===== src/hdl/kpc_pkg.sv =====
// Package: shared types, codes and helpers for the keyed Polybius codec.
`default_nettype none

package kpc_pkg;

    localparam int KPC_CHAR_W      = 8;
    localparam int KPC_KEY_W       = 3;
    localparam int KPC_NUM_KEYS    = 5;
    localparam int KPC_CFG_IDX_W   = 3;
    localparam int KPC_CFG_DATA_W  = 3;
    localparam int KPC_QUEUE_DEPTH = 2;

    typedef enum logic [1:0] {
        ERR_NONE     = 2'd0,
        ERR_INVALID  = 2'd1,
        ERR_UNPAIRED = 2'd2,
        ERR_KEY      = 2'd3
    } err_t;

    typedef enum logic [KPC_CFG_IDX_W-1:0] {
        CFG_MODE = 3'd0,
        CFG_KEY0 = 3'd1,
        CFG_KEY1 = 3'd2,
        CFG_KEY2 = 3'd3,
        CFG_KEY3 = 3'd4,
        CFG_KEY4 = 3'd5
    } cfg_idx_t;

    localparam logic MODE_ENCIPHER = 1'b0;

    localparam logic [KPC_CHAR_W-1:0] CHAR_SPACE  = 8'h20;
    localparam logic [KPC_CHAR_W-1:0] CHAR_ZERO   = 8'h30;
    localparam logic [KPC_CHAR_W-1:0] CHAR_ONE    = 8'h31;
    localparam logic [KPC_CHAR_W-1:0] CHAR_FIVE   = 8'h35;
    localparam logic [KPC_CHAR_W-1:0] CHAR_UP_A   = 8'h41;
    localparam logic [KPC_CHAR_W-1:0] CHAR_UP_Z   = 8'h5A;
    localparam logic [KPC_CHAR_W-1:0] CHAR_LO_A   = 8'h61;
    localparam logic [KPC_CHAR_W-1:0] CHAR_LO_Z   = 8'h7A;
    localparam logic [KPC_CHAR_W-1:0] CASE_OFFSET = 8'h20;
    localparam logic [4:0]            IDX_J       = 5'd9;

    typedef logic [KPC_NUM_KEYS*KPC_KEY_W-1:0] keys_t;

    // one queued job: one or two result words
    typedef struct packed {
        logic                  two_words;
        err_t                  err;
        logic [KPC_CHAR_W-1:0] ch0;
        logic [KPC_CHAR_W-1:0] ch1;
    } job_t;

    typedef struct packed {
        logic full;
        logic empty;
    } q_status_t;

    // square index 0..24 -> row 0..4
    function automatic logic [2:0] kpc_row_of(input logic [4:0] idx);
        logic [2:0] row;
        if (idx >= 5'd20)
            row = 3'd4;
        else if (idx >= 5'd15)
            row = 3'd3;
        else if (idx >= 5'd10)
            row = 3'd2;
        else if (idx >= 5'd5)
            row = 3'd1;
        else
            row = 3'd0;
        return row;
    endfunction

    function automatic logic [4:0] kpc_times5(input logic [2:0] v);
        return {v, 2'b00} + {2'b00, v};
    endfunction

    function automatic logic [KPC_KEY_W-1:0] kpc_key_at(input keys_t keys,
                                                       input logic [2:0] sel);
        logic [KPC_KEY_W-1:0] k;
        unique case (sel)
            3'd0:    k = keys[0*KPC_KEY_W +: KPC_KEY_W];
            3'd1:    k = keys[1*KPC_KEY_W +: KPC_KEY_W];
            3'd2:    k = keys[2*KPC_KEY_W +: KPC_KEY_W];
            3'd3:    k = keys[3*KPC_KEY_W +: KPC_KEY_W];
            3'd4:    k = keys[4*KPC_KEY_W +: KPC_KEY_W];
            default: k = keys[0*KPC_KEY_W +: KPC_KEY_W];
        endcase
        return k;
    endfunction

endpackage

`default_nettype wire


===== src/hdl/kpc_if.sv =====
// Interfaces: input and output word channels of the codec.
`default_nettype none

interface kpc_in_if;
    logic       valid;
    logic       ready;
    logic [7:0] char_in;
    logic       end_of_message;

    modport source (output valid, output char_in, output end_of_message, input ready);
    modport sink   (input valid, input char_in, input end_of_message, output ready);
endinterface

interface kpc_out_if;
    logic       valid;
    logic       ready;
    logic [7:0] char_out;
    logic [1:0] error;
    logic       last;

    modport source (output valid, output char_out, output error, output last, input ready);
    modport sink   (input valid, input char_out, input error, input last, output ready);
endinterface

`default_nettype wire


===== src/hdl/kpc_front.sv =====
// Front end: config registers, pair state, classification into jobs.
`default_nettype none

module kpc_front
    import kpc_pkg::*;
(
    input  wire logic                      clk,
    input  wire logic                      rst_n,
    kpc_in_if.sink                         rx,
    input  wire logic                      cfg_we,
    input  wire logic [KPC_CFG_IDX_W-1:0]  cfg_index,
    input  wire logic [KPC_CFG_DATA_W-1:0] cfg_data,
    input  wire q_status_t                 q_stat,
    output logic                           push,
    output job_t                           job
);

    logic                 mode_reg;
    logic [KPC_KEY_W-1:0] key_reg [KPC_NUM_KEYS];
    logic                 pending_reg;
    logic                 pending_next;
    logic [2:0]           pending_row_reg;
    logic [2:0]           pending_row_next;

    keys_t                 keys;
    logic                  key_ok;
    logic [KPC_CHAR_W-1:0] upper;
    logic                  is_letter;
    logic [4:0]            lidx;
    logic [4:0]            sidx;
    logic [2:0]            row;
    logic [2:0]            col;
    logic                  is_digit;
    logic [2:0]            dig_idx;
    logic [4:0]            sq_pos;
    logic [4:0]            sq_adj;
    logic                  has_result;
    logic                  accept;

    assign accept   = rx.valid && rx.ready;
    assign rx.ready = !q_stat.full;
    assign push     = accept && has_result;

    always_comb
    begin
        key_ok = 1'b1;
        for (int i = 0; i < KPC_NUM_KEYS; i++)
        begin
            keys[i*KPC_KEY_W +: KPC_KEY_W] = key_reg[i];
            if (key_reg[i] < 3'd1 || key_reg[i] > 3'd5)
                key_ok = 1'b0;
            for (int j = i + 1; j < KPC_NUM_KEYS; j++)
                if (key_reg[i] == key_reg[j])
                    key_ok = 1'b0;
        end
    end

    // encipher path
    always_comb
    begin
        if (rx.char_in >= CHAR_LO_A && rx.char_in <= CHAR_LO_Z)
            upper = rx.char_in - CASE_OFFSET;
        else
            upper = rx.char_in;
        is_letter = upper >= CHAR_UP_A && upper <= CHAR_UP_Z;
        lidx      = 5'(upper - CHAR_UP_A);
        sidx      = (lidx >= IDX_J) ? lidx - 5'd1 : lidx;
        row       = kpc_row_of(sidx);
        col       = 3'(sidx - kpc_times5(row));
    end

    // decipher path
    always_comb
    begin
        is_digit = rx.char_in >= CHAR_ONE && rx.char_in <= CHAR_FIVE;
        dig_idx  = 3'd0;
        for (int i = KPC_NUM_KEYS - 1; i >= 0; i--)
            if (key_reg[i] == rx.char_in[KPC_KEY_W-1:0])
                dig_idx = 3'(i);
        sq_pos = kpc_times5(pending_row_reg) + {2'b00, dig_idx};
        sq_adj = (sq_pos >= IDX_J) ? sq_pos + 5'd1 : sq_pos;
    end

    always_comb
    begin
        job.two_words    = 1'b0;
        job.err          = ERR_NONE;
        job.ch0          = '0;
        job.ch1          = '0;
        has_result       = 1'b1;
        pending_next     = 1'b0;
        pending_row_next = pending_row_reg;
        if (!key_ok)
        begin
            job.err = ERR_KEY;
        end
        else if (mode_reg == MODE_ENCIPHER)
        begin
            if (is_letter)
            begin
                job.two_words = 1'b1;
                job.ch0 = CHAR_ZERO | {5'b0, kpc_key_at(keys, row)};
                job.ch1 = CHAR_ZERO | {5'b0, kpc_key_at(keys, col)};
            end
            else if (rx.char_in == CHAR_SPACE)
            begin
                job.two_words = 1'b1;
                job.ch0 = CHAR_SPACE;
                job.ch1 = CHAR_SPACE;
            end
            else
            begin
                job.err = ERR_INVALID;
            end
        end
        else
        begin
            if (is_digit)
            begin
                if (pending_reg)
                    job.ch0 = CHAR_UP_A + {3'b000, sq_adj};
                else if (rx.end_of_message)
                    job.err = ERR_UNPAIRED;
                else
                begin
                    has_result       = 1'b0;
                    pending_next     = 1'b1;
                    pending_row_next = dig_idx;
                end
            end
            else if (rx.char_in == CHAR_SPACE)
            begin
                if (pending_reg)
                    job.err = ERR_UNPAIRED;
                else
                    job.ch0 = CHAR_SPACE;
            end
            else
            begin
                job.err = ERR_INVALID;
            end
            if (rx.end_of_message)
                pending_next = 1'b0;
        end
    end

    always_ff @(posedge clk or negedge rst_n)
    begin
        if (!rst_n)
        begin
            mode_reg        <= MODE_ENCIPHER;
            pending_reg     <= 1'b0;
            pending_row_reg <= 3'd0;
            for (int i = 0; i < KPC_NUM_KEYS; i++)
                key_reg[i] <= KPC_KEY_W'(i + 1);
        end
        else
        begin
            if (cfg_we)
            begin
                case (cfg_index)
                    CFG_MODE:
                        mode_reg <= cfg_data[0];
                    CFG_KEY0, CFG_KEY1, CFG_KEY2, CFG_KEY3, CFG_KEY4:
                        key_reg[3'(cfg_index - CFG_KEY0)] <= cfg_data;
                    default:
                        ;
                endcase
            end
            if (accept)
            begin
                pending_reg     <= pending_next;
                pending_row_reg <= pending_row_next;
            end
        end
    end

endmodule

`default_nettype wire


===== src/hdl/kpc_queue.sv =====
// Job queue between front and back end.
`default_nettype none

module kpc_queue
    import kpc_pkg::*;
#(
    parameter int DEPTH = KPC_QUEUE_DEPTH
)
(
    input  wire logic clk,
    input  wire logic rst_n,
    input  wire logic push,
    input  wire job_t push_job,
    input  wire logic pop,
    output job_t      head,
    output q_status_t stat
);

    localparam int PTR_W = (DEPTH > 1) ? $clog2(DEPTH) : 1;
    localparam int CNT_W = $clog2(DEPTH + 1);

    job_t             mem_reg [DEPTH];
    logic [PTR_W-1:0] wr_ptr_reg;
    logic [PTR_W-1:0] rd_ptr_reg;
    logic [CNT_W-1:0] count_reg;

    assign head       = mem_reg[rd_ptr_reg];
    assign stat.full  = count_reg == CNT_W'(DEPTH);
    assign stat.empty = count_reg == '0;

    always_ff @(posedge clk)
    begin
        if (push)
            mem_reg[wr_ptr_reg] <= push_job;
    end

    always_ff @(posedge clk or negedge rst_n)
    begin
        if (!rst_n)
        begin
            wr_ptr_reg <= '0;
            rd_ptr_reg <= '0;
            count_reg  <= '0;
        end
        else
        begin
            if (push)
                wr_ptr_reg <= (wr_ptr_reg == PTR_W'(DEPTH - 1)) ? '0 : wr_ptr_reg + 1'b1;
            if (pop)
                rd_ptr_reg <= (rd_ptr_reg == PTR_W'(DEPTH - 1)) ? '0 : rd_ptr_reg + 1'b1;
            if (push && !pop)
                count_reg <= count_reg + 1'b1;
            else if (pop && !push)
                count_reg <= count_reg - 1'b1;
        end
    end

endmodule

`default_nettype wire


===== src/hdl/kpc_back.sv =====
// Back end: expands jobs into result words through an output register.
`default_nettype none

module kpc_back
    import kpc_pkg::*;
(
    input  wire logic      clk,
    input  wire logic      rst_n,
    input  wire q_status_t q_stat,
    input  wire job_t      head,
    output logic           pop,
    kpc_out_if.source      tx
);

    logic                  valid_reg;
    logic                  second_reg;
    logic [KPC_CHAR_W-1:0] char_reg;
    err_t                  err_reg;
    logic                  last_reg;
    logic [KPC_CHAR_W-1:0] second_char_reg;
    logic                  slot_free;

    assign slot_free   = !valid_reg || tx.ready;
    assign pop         = slot_free && !second_reg && !q_stat.empty;
    assign tx.valid    = valid_reg;
    assign tx.char_out = char_reg;
    assign tx.error    = err_reg;
    assign tx.last     = last_reg;

    always_ff @(posedge clk or negedge rst_n)
    begin
        if (!rst_n)
        begin
            valid_reg  <= 1'b0;
            second_reg <= 1'b0;
        end
        else if (slot_free)
        begin
            if (second_reg)
            begin
                valid_reg  <= 1'b1;
                second_reg <= 1'b0;
            end
            else
            begin
                valid_reg  <= !q_stat.empty;
                second_reg <= !q_stat.empty && head.two_words;
            end
        end
    end

    always_ff @(posedge clk)
    begin
        if (slot_free)
        begin
            if (second_reg)
            begin
                char_reg <= second_char_reg;
                err_reg  <= ERR_NONE;
                last_reg <= 1'b1;
            end
            else if (pop)
            begin
                char_reg        <= head.ch0;
                err_reg         <= head.err;
                last_reg        <= !head.two_words;
                second_char_reg <= head.ch1;
            end
        end
    end

endmodule

`default_nettype wire


===== src/hdl/keyed_polybius_codec.sv =====
// Top level: keyed 5x5 Polybius square encipher/decipher stream codec.
//
//  channel | dir | handshake      | word contents
//  rx      | in  | valid/ready    | char_in[7:0], end_of_message
//  tx      | out | valid/ready    | char_out[7:0], error[1:0], last
//  cfg     | in  | cfg_we         | cfg_index[2:0], cfg_data[2:0]
//
// An input word is accepted every cycle while the job queue has room.
// Each job leaves as one or two output words, one per cycle while tx is
// ready; an enciphered letter or space gives two words, any other job one.
// Input words pass through the job queue and the output register to tx.
// Reset sets mode 0 and key 1..5, drops any held digit and empties the
// queue. tx stalls back up through the queue to rx.ready.
`default_nettype none

module keyed_polybius_codec
    import kpc_pkg::*;
#(
    parameter int QUEUE_DEPTH = KPC_QUEUE_DEPTH
)
(
    input  wire logic                      clk,
    input  wire logic                      rst_n,
    kpc_in_if.sink                         rx,
    kpc_out_if.source                      tx,
    input  wire logic                      cfg_we,
    input  wire logic [KPC_CFG_IDX_W-1:0]  cfg_index,
    input  wire logic [KPC_CFG_DATA_W-1:0] cfg_data
);

    q_status_t q_stat;
    logic      push;
    logic      pop;
    job_t      push_job;
    job_t      head;

    kpc_front u_front (
        .clk       (clk),
        .rst_n     (rst_n),
        .rx        (rx),
        .cfg_we    (cfg_we),
        .cfg_index (cfg_index),
        .cfg_data  (cfg_data),
        .q_stat    (q_stat),
        .push      (push),
        .job       (push_job)
    );

    kpc_queue #(
        .DEPTH (QUEUE_DEPTH)
    ) u_queue (
        .clk      (clk),
        .rst_n    (rst_n),
        .push     (push),
        .push_job (push_job),
        .pop      (pop),
        .head     (head),
        .stat     (q_stat)
    );

    kpc_back u_back (
        .clk    (clk),
        .rst_n  (rst_n),
        .q_stat (q_stat),
        .head   (head),
        .pop    (pop),
        .tx     (tx)
    );

endmodule

`default_nettype wire

===== src/flat_wrapper.sv =====
// flat-port wrapper written by rule: the top's interface ports become plain ports
module keyed_polybius_codec_flat import kpc_pkg::*;
#(
    parameter int QUEUE_DEPTH = KPC_QUEUE_DEPTH
)
  (clk, rst_n, cfg_we, cfg_index, cfg_data, rx_valid, rx_char_in, rx_end_of_message, rx_ready, tx_valid, tx_char_out, tx_error, tx_last, tx_ready);
  kpc_in_if rx_i ();
  kpc_out_if tx_i ();
  input  wire logic clk;
  input  wire logic rst_n;
  input  wire logic cfg_we;
  input  wire logic [KPC_CFG_IDX_W-1:0] cfg_index;
  input  wire logic [KPC_CFG_DATA_W-1:0] cfg_data;
  input wire logic [$bits(rx_i.valid)-1:0] rx_valid;
  input wire logic [$bits(rx_i.char_in)-1:0] rx_char_in;
  input wire logic [$bits(rx_i.end_of_message)-1:0] rx_end_of_message;
  output wire logic [$bits(rx_i.ready)-1:0] rx_ready;
  output wire logic [$bits(tx_i.valid)-1:0] tx_valid;
  output wire logic [$bits(tx_i.char_out)-1:0] tx_char_out;
  output wire logic [$bits(tx_i.error)-1:0] tx_error;
  output wire logic [$bits(tx_i.last)-1:0] tx_last;
  input wire logic [$bits(tx_i.ready)-1:0] tx_ready;
  assign rx_i.valid = rx_valid;
  assign rx_i.char_in = rx_char_in;
  assign rx_i.end_of_message = rx_end_of_message;
  assign rx_ready = rx_i.ready;
  assign tx_valid = tx_i.valid;
  assign tx_char_out = tx_i.char_out;
  assign tx_error = tx_i.error;
  assign tx_last = tx_i.last;
  assign tx_i.ready = tx_ready;
  keyed_polybius_codec #(.QUEUE_DEPTH(QUEUE_DEPTH)) u_core (.clk(clk), .rst_n(rst_n), .rx(rx_i), .tx(tx_i), .cfg_we(cfg_we), .cfg_index(cfg_index), .cfg_data(cfg_data));
endmodule

===== config.mk =====
export PLATFORM = sky130hd
export DESIGN_NAME = keyed_polybius_codec_flat
export DESIGN_NICKNAME = d
export VERILOG_FILES = /design/src/hdl/kpc_pkg.sv /design/src/hdl/kpc_if.sv /design/src/hdl/kpc_front.sv /design/src/hdl/kpc_queue.sv /design/src/hdl/kpc_back.sv /design/src/hdl/keyed_polybius_codec.sv /design/src/flat_wrapper.sv
export SDC_FILE = /design/constraint.sdc
export NUM_CORES = 1
export LEC_CHECK = 0
export ABC_AREA = 1
export BUFFER_PORTS_ARGS = -buffer_cell sky130_fd_sc_hd__buf_4
export CAP_MARGIN = 20
export CORE_MARGIN = 3
export CORE_UTILIZATION = 45
export DETAILED_ROUTE_END_ITERATION = 6
export GPL_TIMING_DRIVEN = 0
export PLACE_DENSITY_LB_ADDON = 0.1
export SLEW_MARGIN = 30
export SYNTH_ARGS = -nofsm -noshare
export SYNTH_HDL_FRONTEND = slang
export SYNTH_SLANG_ARGS = --single-unit

===== constraint.sdc =====
create_clock -name clk -period 8.4 [get_ports clk]
set_input_delay 1.26 -clock clk [delete_from_list [all_inputs] [get_ports clk]]
set_output_delay 1.26 -clock clk [all_outputs]
set_load 0.01 [all_outputs]

; ---- Word level (Yosys, flattened, before mapping)
; Memories as Yosys holds them, arrays and structs flattened.
; Cells that the tools add are included.
[word_totals]
reg_bits = 45
ram_bits = 38
mem_count = 1
[memory_table]
columns = name, words, width, read_ports, rd_ports_with_merged_regs, wr, line_no
row1 = u_core.u_queue.mem_reg, 2, 19, 1, 0, 1, kpc_queue.sv:22  ; job_t mem_reg [DEPTH];
[classes]
n_addsub = 14
n_lt_le_gt_ge = 24
n_eq_ne = 30
muxes = 74
bitwise_logic = 4
reduce_logical = 34
[op_table]
columns = operator, n
row1 = $mux W8, 6
row2 = $eq A3 B3 Y1, 15
row3 = $mux W1, 39
row4 = $mux W14, 2
row5 = $pmux W3 S4, 2
row6 = $mux W3, 7
row7 = $ge A5 B4 Y1 const B, 4
row8 = $mux W10, 2
row9 = $mux W2, 10
row10 = $eq A3 B2 Y1 const B, 6
row11 = $ge A8 B7 Y1 const B, 2
row12 = $le A8 B7 Y1 const B, 2
row13 = $mux W16, 1
row14 = $bwmux W15, 1
row15 = $gt A3 B3 Y1 const B, 5
row16 = $lt A3 B1 Y1 const B, 5
row17 = $eq A3 B3 Y1 const B, 4
row18 = $logic_and A1 B1 Y1, 11
row19 = $add A5 B3 Y5, 2
row20 = $mux W5, 2
row21 = $sub A5 B1 Y5 const B, 2
row22 = $demux W3 S3, 1
row23 = $eq A3 B1 Y1 const B, 3
row24 = $add A7 B5 Y8 const A, 1
row25 = other kinds (28), 45

; ---- Longest topological paths before layout
; Gate-level depths: netlist of run 1.
[depth]
ltp_word = 23
depth_mapped = 27
ltp_nobuf = 26

; ---- Modules after synthesis
; A second synthesis of run 1 with hierarchy kept.
[hier_totals]
hier_cells = 614
hier_area_um2 = 5589.1
[modules_own_cells]
columns = mod, n_inst, cells_each, area_each_um2, seq_area_each_um2
row1 = kpc_front, 1, 464, 3136.8, 509.2
row2 = kpc_queue, 1, 84, 1655.3, 1241.2
row3 = kpc_back, 1, 66, 797.0, 620.6

; ---- Worst setup path after synthesis of run 1
; No wires, ideal clock.
[synth_timing]
path_kind = input-to-reg
startpoint = input port rx_char_in[1]
endpoint = memory u_core.u_queue.mem_reg[0][12] in the netlist's numbering, data pin
setup_ps = 267
t_arrival_ps = 4331
required_time_ps = 8133
slack_ps = 3803
stages = 20
n_path_buf = 1
path_cell_list = buf_4 xnor2_1 and3_1 inv_1 nand2_1 nor3_1 fa_1 inv_1 fa_1 inv_1 o41ai_1 nand2_1 or2_2 nand2_1 inv_1 ha_1 inv_1 nor2_1 a21oi_1 o22ai_1
[synth_rtl]
columns = element, line_no
row1 = start: declaration, flat_wrapper.sv:15  ; input wire logic [$bits(rx_i.char_in)-1:0] rx_char_in;
row2 = end: declaration, kpc_queue.sv:22

==> impl_results.md, run 1 <==
- Commonest non-fill, non-tap cells in the layout: nand2_1 (110), inv_1 (64), nor2_1 (51), edfxtp_1 (45), xnor2_1 (37)
- Synth Register Bits: 71
- Sequential Area: 0.002011 sq mm
- GRT busiest layer: met2
- Antenna diodes: 0
- Hold path depth: 2
- CTS tree: yes
- P_leak: between 2 and 3 nW
- Crit path required time: 8470 ps
- R2R setup slack: 4140 ps
- Pwr Density: 288.6 mW/mm^2
- Max VDD drop: about 0.14 mV
- # DRC: 0
- Skew-Pair Late Insertion Delay: about 340 ps
- Largest net degree at the start of global routing: 27
- Max-slew violation count: 0
- Die Span X: 111.6 um
- Fillers: 978
- RD Place Congestion: 0.8587
- Worst Path Arrival: about 4800 ps
- Yosys cell types: 48
- Kind of cell adding the most delay to the critical path: adder cells
- Synth-to-layout area growth: 12.64%
- Initial Util: 0.4735
- Worst Setup Start Kind: input pin
- CP max stage delay: 530 ps
- Fin nets: roughly 670
- Crit path time final: ~4700 ps
- Routed Antenna Nets: 0
- Vias in the first global route: approximately 3800
- Maximum Capacitance Violations: 0
- Yosys warnings: 0
- Worst Hold End: u_core.u_back.second_char_reg[5]$_DFFE_PP_
- RSZ-0062 raised after global routing: false
- CORE AREA: 0.01060 sq mm
- Die height: 111.6 um
- Most frequent CP cell: inv_1
- Share of layout cells above drive strength 1: 0.1987
- Average wire per standard cell: ~14 um
- DR pass1 iterations: 5
- CP Max Fanout: 7
- Most used DFF post-synth: edfxtp_1
- Setup TNS: 0 ps
- Final setup viols: 0
- Worst r2r path cells: 20
- Multi-input gate area: 0.002623 sq mm
- # hold bufs at CTS: 0
- Port bufs: 30
- Number of synthesized flops with an enable pin: 45
- Worst-path cell chain: buf_4 -> buf_4 -> xnor2_1 -> and3_1 -> inv_1 -> nand2_1 -> nor3_1 -> fa_1 -> inv_1 -> fa_1 -> inv_1 -> o41ai_1 -> nand2_1 -> or2_2 -> nand2_1 -> inv_1 -> ha_1 -> inv_1 -> nor2_1 -> a21oi_1 -> o22ai_1
- Avg Vias per Cell: 5.026
- Max-slew headroom: 0.4679
- DRT iter0 DRCs: 218
- Final WL: 10740 um
- Critical Path Slowest Stage Cell: fa_1
- CP Capture Type: flop
- Status: finished clean
- Setup CP Type: in -> reg
- Commonest non-fill, non-tap cell in the layout: nand2_1
- First-pass GRT wire length: 18160 um
- Min-delay src: u_core.u_queue.mem_reg[0][5]$_DFFE_PP_
- Mapped Nets: 631
- Grt total ovfl: 0
- Setup crit start: rx_char_in[1]
- Total vias in the final route: 3870
- Final hold vios: 0
- Met2 Use GR: 0.3112
- Buf/Inv on CP: 7
- Reg-to-Reg End: u_core.u_queue.mem_reg[0][12]$_DFFE_PP_
- Deepest clock path buffer count: 2
- Worst-path clk slew: 80 ps
- PostCTS Resize Cnt: 0
- # clock sinks: 71
- Mapped Area: 0.005020 sq mm
- DP HPWL: 8088 um
- Num rows: 37
- Slew @ Worst Pin: around 800 ps
- Syn Inst Count: 587
- Synthesized area per cell: roughly 8.6 sq um
- Sequential share of the synthesized area: 0.4005
- Initial antenna violation count: 0
- R2r startpoint: u_core.u_front.key_reg[5]$_DFFE_PN1P_
- H-tree levels: 3
- Hold/Removal Path Class: reg -> reg
- F_max: 212.2 MHz
- Async set-reset flop share out of synthesis: 0.3662
- Final worst-path cycle share: 0.5610
- Largest register FFs: 30
- CTS Root Cell: clkbuf_8
- # Post-CTS Setup Buffers: 0
- Post-Route Utilization: 0.5333
- Met3 Track Usage GR: 0.03370
- Met1 Use GR: 0.2289
- Total power: 1.632 mW
- Io pins: 33
- Total track usage: 0.1780
- Clock Skews: between 20 and 25 ps
- Full die area: 0.01246 sq mm
- TritonCTS Buffers: 9
-- power by group --
part	internal, mW	total, mW	switching, mW
clock	0.169	0.306	0.136
sequential	0.510	0.541	0.0315
combinational	0.298	0.785	0.487
total	0.977	1.63	0.655
-- cell usage after synthesis, drive strengths merged (4+ instances only) --
cell type,n,area share
clkbuf,5,0.0037
nand2,138,0.13
ha,21,0.052
o21ai,35,0.035
xnor2,38,0.068
dfrtp,19,0.095
o41ai,4,0.0070
nand3,43,0.053
nor2,58,0.051
xor2,16,0.028
inv,68,0.051
buf,19,0.022
a21oi,28,0.029
nand3b,6,0.0090
dfstp,7,0.037
nor4,4,0.0050
or2,4,0.0050
o31ai,5,0.0075
edfxtp,45,0.27
-- cell type report --
type | instances | area share
timing repair buffer | 31 | 0.04116
buffer | 24 | 0.02324
clock buffer | 10 | 0.02257
inverter | 70 | 0.04691
sequential | 71 | 0.3556
clock inverter | 6 | 0.01660
multi-input combinational | 422 | 0.4638
tap | 136 | 0.03010
-- worst reg2reg max path, stage by stage (launching register included) --
cell and delay (ps):
dfstp_2 520, buf_2 240, xnor2_1 150, and3_1 190, inv_1 60, nand2_1 50, nor3_1 70, fa_1 520
inv_1 70, fa_1 530, inv_1 70, o41ai_1 320, nand2_1 170, or2_2 300, nand2_1 60, inv_1 80
ha_1 200, inv_1 70, nor2_1 70, a21oi_1 140, o22ai_1 120
-- metal layers --
layer  part of all wire  up-vias  routed length (um)
li1                   -     1997                   -
met1               0.45     1817                4873
met2               0.51       50                5432
met3              0.033        6                 357
met4             0.0070        0                  75
met5                  0        -                   0
-- worst max path at each step --
stage                                                         end  cells past startpoint
after CTS                 u_core.u_queue.mem_reg[0][12]$_DFFE_PP_                     21
after floorplan           u_core.u_queue.mem_reg[0][12]$_DFFE_PP_                     20
after global placement    u_core.u_queue.mem_reg[1][12]$_DFFE_PP_                     21
after detailed placement  u_core.u_queue.mem_reg[0][12]$_DFFE_PP_                     21
final                     u_core.u_queue.mem_reg[0][12]$_DFFE_PP_                     21
after global routing      u_core.u_queue.mem_reg[0][12]$_DFFE_PP_                     22
-- metrics by stage --
step / hold WS [ps] / std cells / setup slack (ps) / area (sq um)
floorplan: 467.7 / 587 / 3803 / 5020
global placement: 482.3 / 753 / 3411 / 5415
detailed placement: 493.3 / 753 / 3313 / 5420
CTS: 502.5 / 769 / 3694 / 5642
global route: 539.8 / 770 / 3430 / 5654
finish: 498.7 / 770 / 3688 / 5654
-- logic make-up after synthesis --
kind of cell,synth area share
buffers and inverters,0.07901
DFF,0.4006
AOI/OAI and AO/OA,0.09073
and+or+nand+nor,0.2669
xor gates and xnor gates,0.09571
adders and majority gates,0.06431
muxes,0.001994
other,0.0007470
No activity file was read; power rests on OpenSTA's default activity.
==> run 2: changes to the inputs <==
- clock period: 8.4 -> 4.1 ns (I/O delays scaled with it)
==> run 2 against run 1 <==
Net effect: worst setup slack lost 3600 ps; sequential share of layout area shrank 0.79 points; hold slack lost 320 ps.
==> impl_results.md, run 2 (same netlist as run 1, synthesis figures left out) <==
- Status: finished clean
- Largest register FFs: 30 (unchanged)
- Crit path time final: 4014 ps
- Worst Path Arrival: 4100 ps (-690 ps)
- Max Used Layer: met4
- Largest net degree at the start of global routing: 27 (unchanged)
- # clock sinks: 71 (unchanged)
- Die Span X: 111.6 um (unchanged)
- CTS Root Cell: clkbuf_8
- RD Place Congestion: 0.8587 (unchanged)
- Final hold vios: 0 (unchanged)
- Cell Int Power: 2.062 mW (+110%)
- Maximum Capacitance Violations: 0 (unchanged)
- M1 WL: 4952 um (+1.6%)
- Combinational share of power: 0.479 (-0.002)
- Max VDD drop: 0.2733 mV (+92%)
- Total vias in the final route: 3907 (+0.96%)
- Full die area: 0.01246 sq mm (unchanged)
- Setup CP Type: in -> reg
- DRT iter0 DRCs: 196 (-10%)
- Initial antenna violation count: 0 (unchanged)
- Synth-to-layout area growth: 15.20%
- Reg-to-Reg End: u_core.u_queue.mem_reg[1][12]$_DFFE_PP_
- DP HPWL: 8088 um (unchanged)
- Clock Skews: 18.91 ps (-2.503 ps)
- Fin nets: 675 (+0.30%)
- R2r startpoint: u_core.u_front.key_reg[3]$_DFFE_PN0P_
- Slew @ Worst Pin: 790.3 ps (-6.918 ps)
- TritonCTS Buffers: 9 (unchanged)
- Power share of the sequential group: 0.338 (+0.006)
- Io pins: 33 (unchanged)
- R2R setup slack: 130 ps (-4010 ps)
- Finished Cell Area: 0.005783 sq mm (+2.3%)
- Final WL: 11030 um (+2.7%)
- Placed cells: 753 (unchanged)
- First-pass GRT wire length: 18270 um (+0.61%)
- CP Capture Type: flop
- Final WS setup: 86.02 ps (-3602 ps)
- Die height: 111.6 um (unchanged)
- Hold/Removal Path Class: in -> async
- # DRC: 0 (unchanged)
- CP Max Fanout: 10 (+3)
- Routed Antenna Nets: 0 (unchanged)
- Switch share: 0.4004 (-0.0007340)
- Vias in the first global route: 3798 (-0.31%)
- Most frequent CP cell: inv_2
- Antenna diodes: 0 (unchanged)
- Final worst-path cycle share: 0.9790
- Total track usage: 0.1799 (+0.001948)
- Grt total ovfl: 0 (unchanged)
- Max-slew violation count: 0 (unchanged)
- Final setup viols: 0 (unchanged)
- Post-Layout Cell Count: 772 (+0.26%)
- F_max: 249.1 MHz
- Share of layout cells above drive strength 1: 0.2280 (+0.02925)
- P_sw: 1.377 mW (+110%)
- CORE AREA: 0.01060 sq mm (unchanged)
- CTS tree: yes
- Critical Path Slowest Stage Cell: fa_1
- Average wire per standard cell: 14.29 um (+2.4%)
- Num rows: 37 (unchanged)
- Worst Setup Start Kind: input pin
- Deepest clock path buffer count: 2 (unchanged)
- Commonest non-fill, non-tap cells in the layout: nand2_1 (109), inv_1 (61), nor2_1 (48), edfxtp_1 (45), buf_4 (42)
- Clock Power Share: 0.182 (-0.005)
- Crit path required time: 4180 ps (-4290 ps)
- DR pass1 iterations: 5 (unchanged)
- Pwr Density: 594.5 mW/mm^2 (+110%)
- Pre-CTS WS: -341.7 ps (-3655 ps)
- CP max stage delay: 540 ps (about the same)
- Worst r2r path cells: 20 (unchanged)
- Avg Vias per Cell: 5.061 (+0.69%)
- Met2 Wirelength: 5557 um (+2.3%)
- Worst-path clk slew: 80 ps (about the same)
- Post-Route Utilization: 0.5455 (+0.01216)
- Commonest non-fill, non-tap cell in the layout: nand2_1
- Met3 WL: 378 um (+5.9%)
- Setup TNS: 0 ps (unchanged)
- Port bufs: 30 (unchanged)
- Initial Util: 0.4735 (unchanged)
- Worst-path cell chain: buf_4 -> buf_6 -> xnor2_1 -> and3_4 -> inv_1 -> nand2_1 -> nor3_2 -> fa_1 -> inv_2 -> fa_1 -> inv_2 -> o41ai_2 -> nand2_1 -> or2_4 -> nand2_2 -> inv_2 -> ha_1 -> inv_1 -> nor2_2 -> a21oi_2 -> o22ai_2
- H-tree levels: 3 (unchanged)
- P_leak: 2.552 nW (+1.2%)
- Area post-placement: 0.005420 sq mm (unchanged)
- Skew-Pair Late Insertion Delay: 340 ps (about the same)
- Max-slew headroom: 0.4683 (about the same)
## run 2: cell types whose count changed in the layout (fill, tap and decap cells not counted), sizes merged
cell,delta
buf,+2
## run 2: repair_timing
action,4_1_cts,5_1_grt
resized for setup,2,28
hold buffers,0,0
setup buffers,4,6
pin swaps,0,9
hold endpoints to repair,0,0
gates cloned,0,0
endpoints found under the setup margin,6,14
## run 2: worst max path at each step
stage	from	to	slack [ps]	cells past startpoint
5_1_grt	u_core.u_front.key_reg[3]$_DFFE_PN0P_	u_core.u_queue.mem_reg[1][12]$_DFFE_PP_	-90	21
2_1_floorplan	rx_char_in[1]	u_core.u_queue.mem_reg[0][12]$_DFFE_PP_	150	20
6_report	rx_char_in[0]	u_core.u_queue.mem_reg[1][12]$_DFFE_PP_	90	21
3_3_place_gp	rx_char_in[1]	u_core.u_queue.mem_reg[1][12]$_DFFE_PP_	-240	21
4_1_cts	u_core.u_front.key_reg[10]$_DFFE_PN1P_	u_core.u_queue.mem_reg[0][12]$_DFFE_PP_	20	18
3_5_place_dp	rx_char_in[1]	u_core.u_queue.mem_reg[0][12]$_DFFE_PP_	-340	21
## run 2: layout make-up
| type | count | area [sq um] |
|---|---|---|
| repair buffers | 41 | 307.8 |
| well taps | 136 | 170.2 |
| flip-flops and latches | 71 | 2011 |
| fillers | 969 | 4818 |
| clock buffers | 10 | 127.6 |
| clock inverters | 6 | 93.84 |
| multi-input cells | 422 | 2695 |
| plain buffers | 16 | 110.1 |
| inverters | 70 | 267.8 |
## run 2: routing by layer
metal | global-route usage | vias up
li1 | - | 2006
met1 | 0.2299 | 1828
met2 | 0.3144 | 62
met3 | 0.03370 | 11
met4 | 0.04623 | 0
met5 | 0 | -
## run 2: power by group through the flow
stage | clock network [mW] | logic [mW] | registers [mW]
after floorplan | 0 | 1.17 | 1.14
after global placement | 0 | 1.55 | 1.12
after detailed placement | 0 | 1.60 | 1.13
after CTS | 0.640 | 1.60 | 1.14
after global routing | 0.678 | 1.85 | 1.18
final | 0.627 | 1.65 | 1.16
## run 2: through the flow
stage	power [mW]	hold slack (ps)
detailed placement	2.725	493.3
finish	3.438	180.7
floorplan	2.308	319.4
global placement	2.676	482.3
CTS	3.377	179.7
global route	3.716	174.7
## run 2: worst max-delay path: cells and delay by family
family | cells | cell delay [ps]
and+or+nand+nor | 7 | 890
AOI/OAI and AO/OA | 3 | 570
buffers and inverters | 7 | 570
xor gates and xnor gates | 1 | 180
adders and majority gates | 3 | 1260
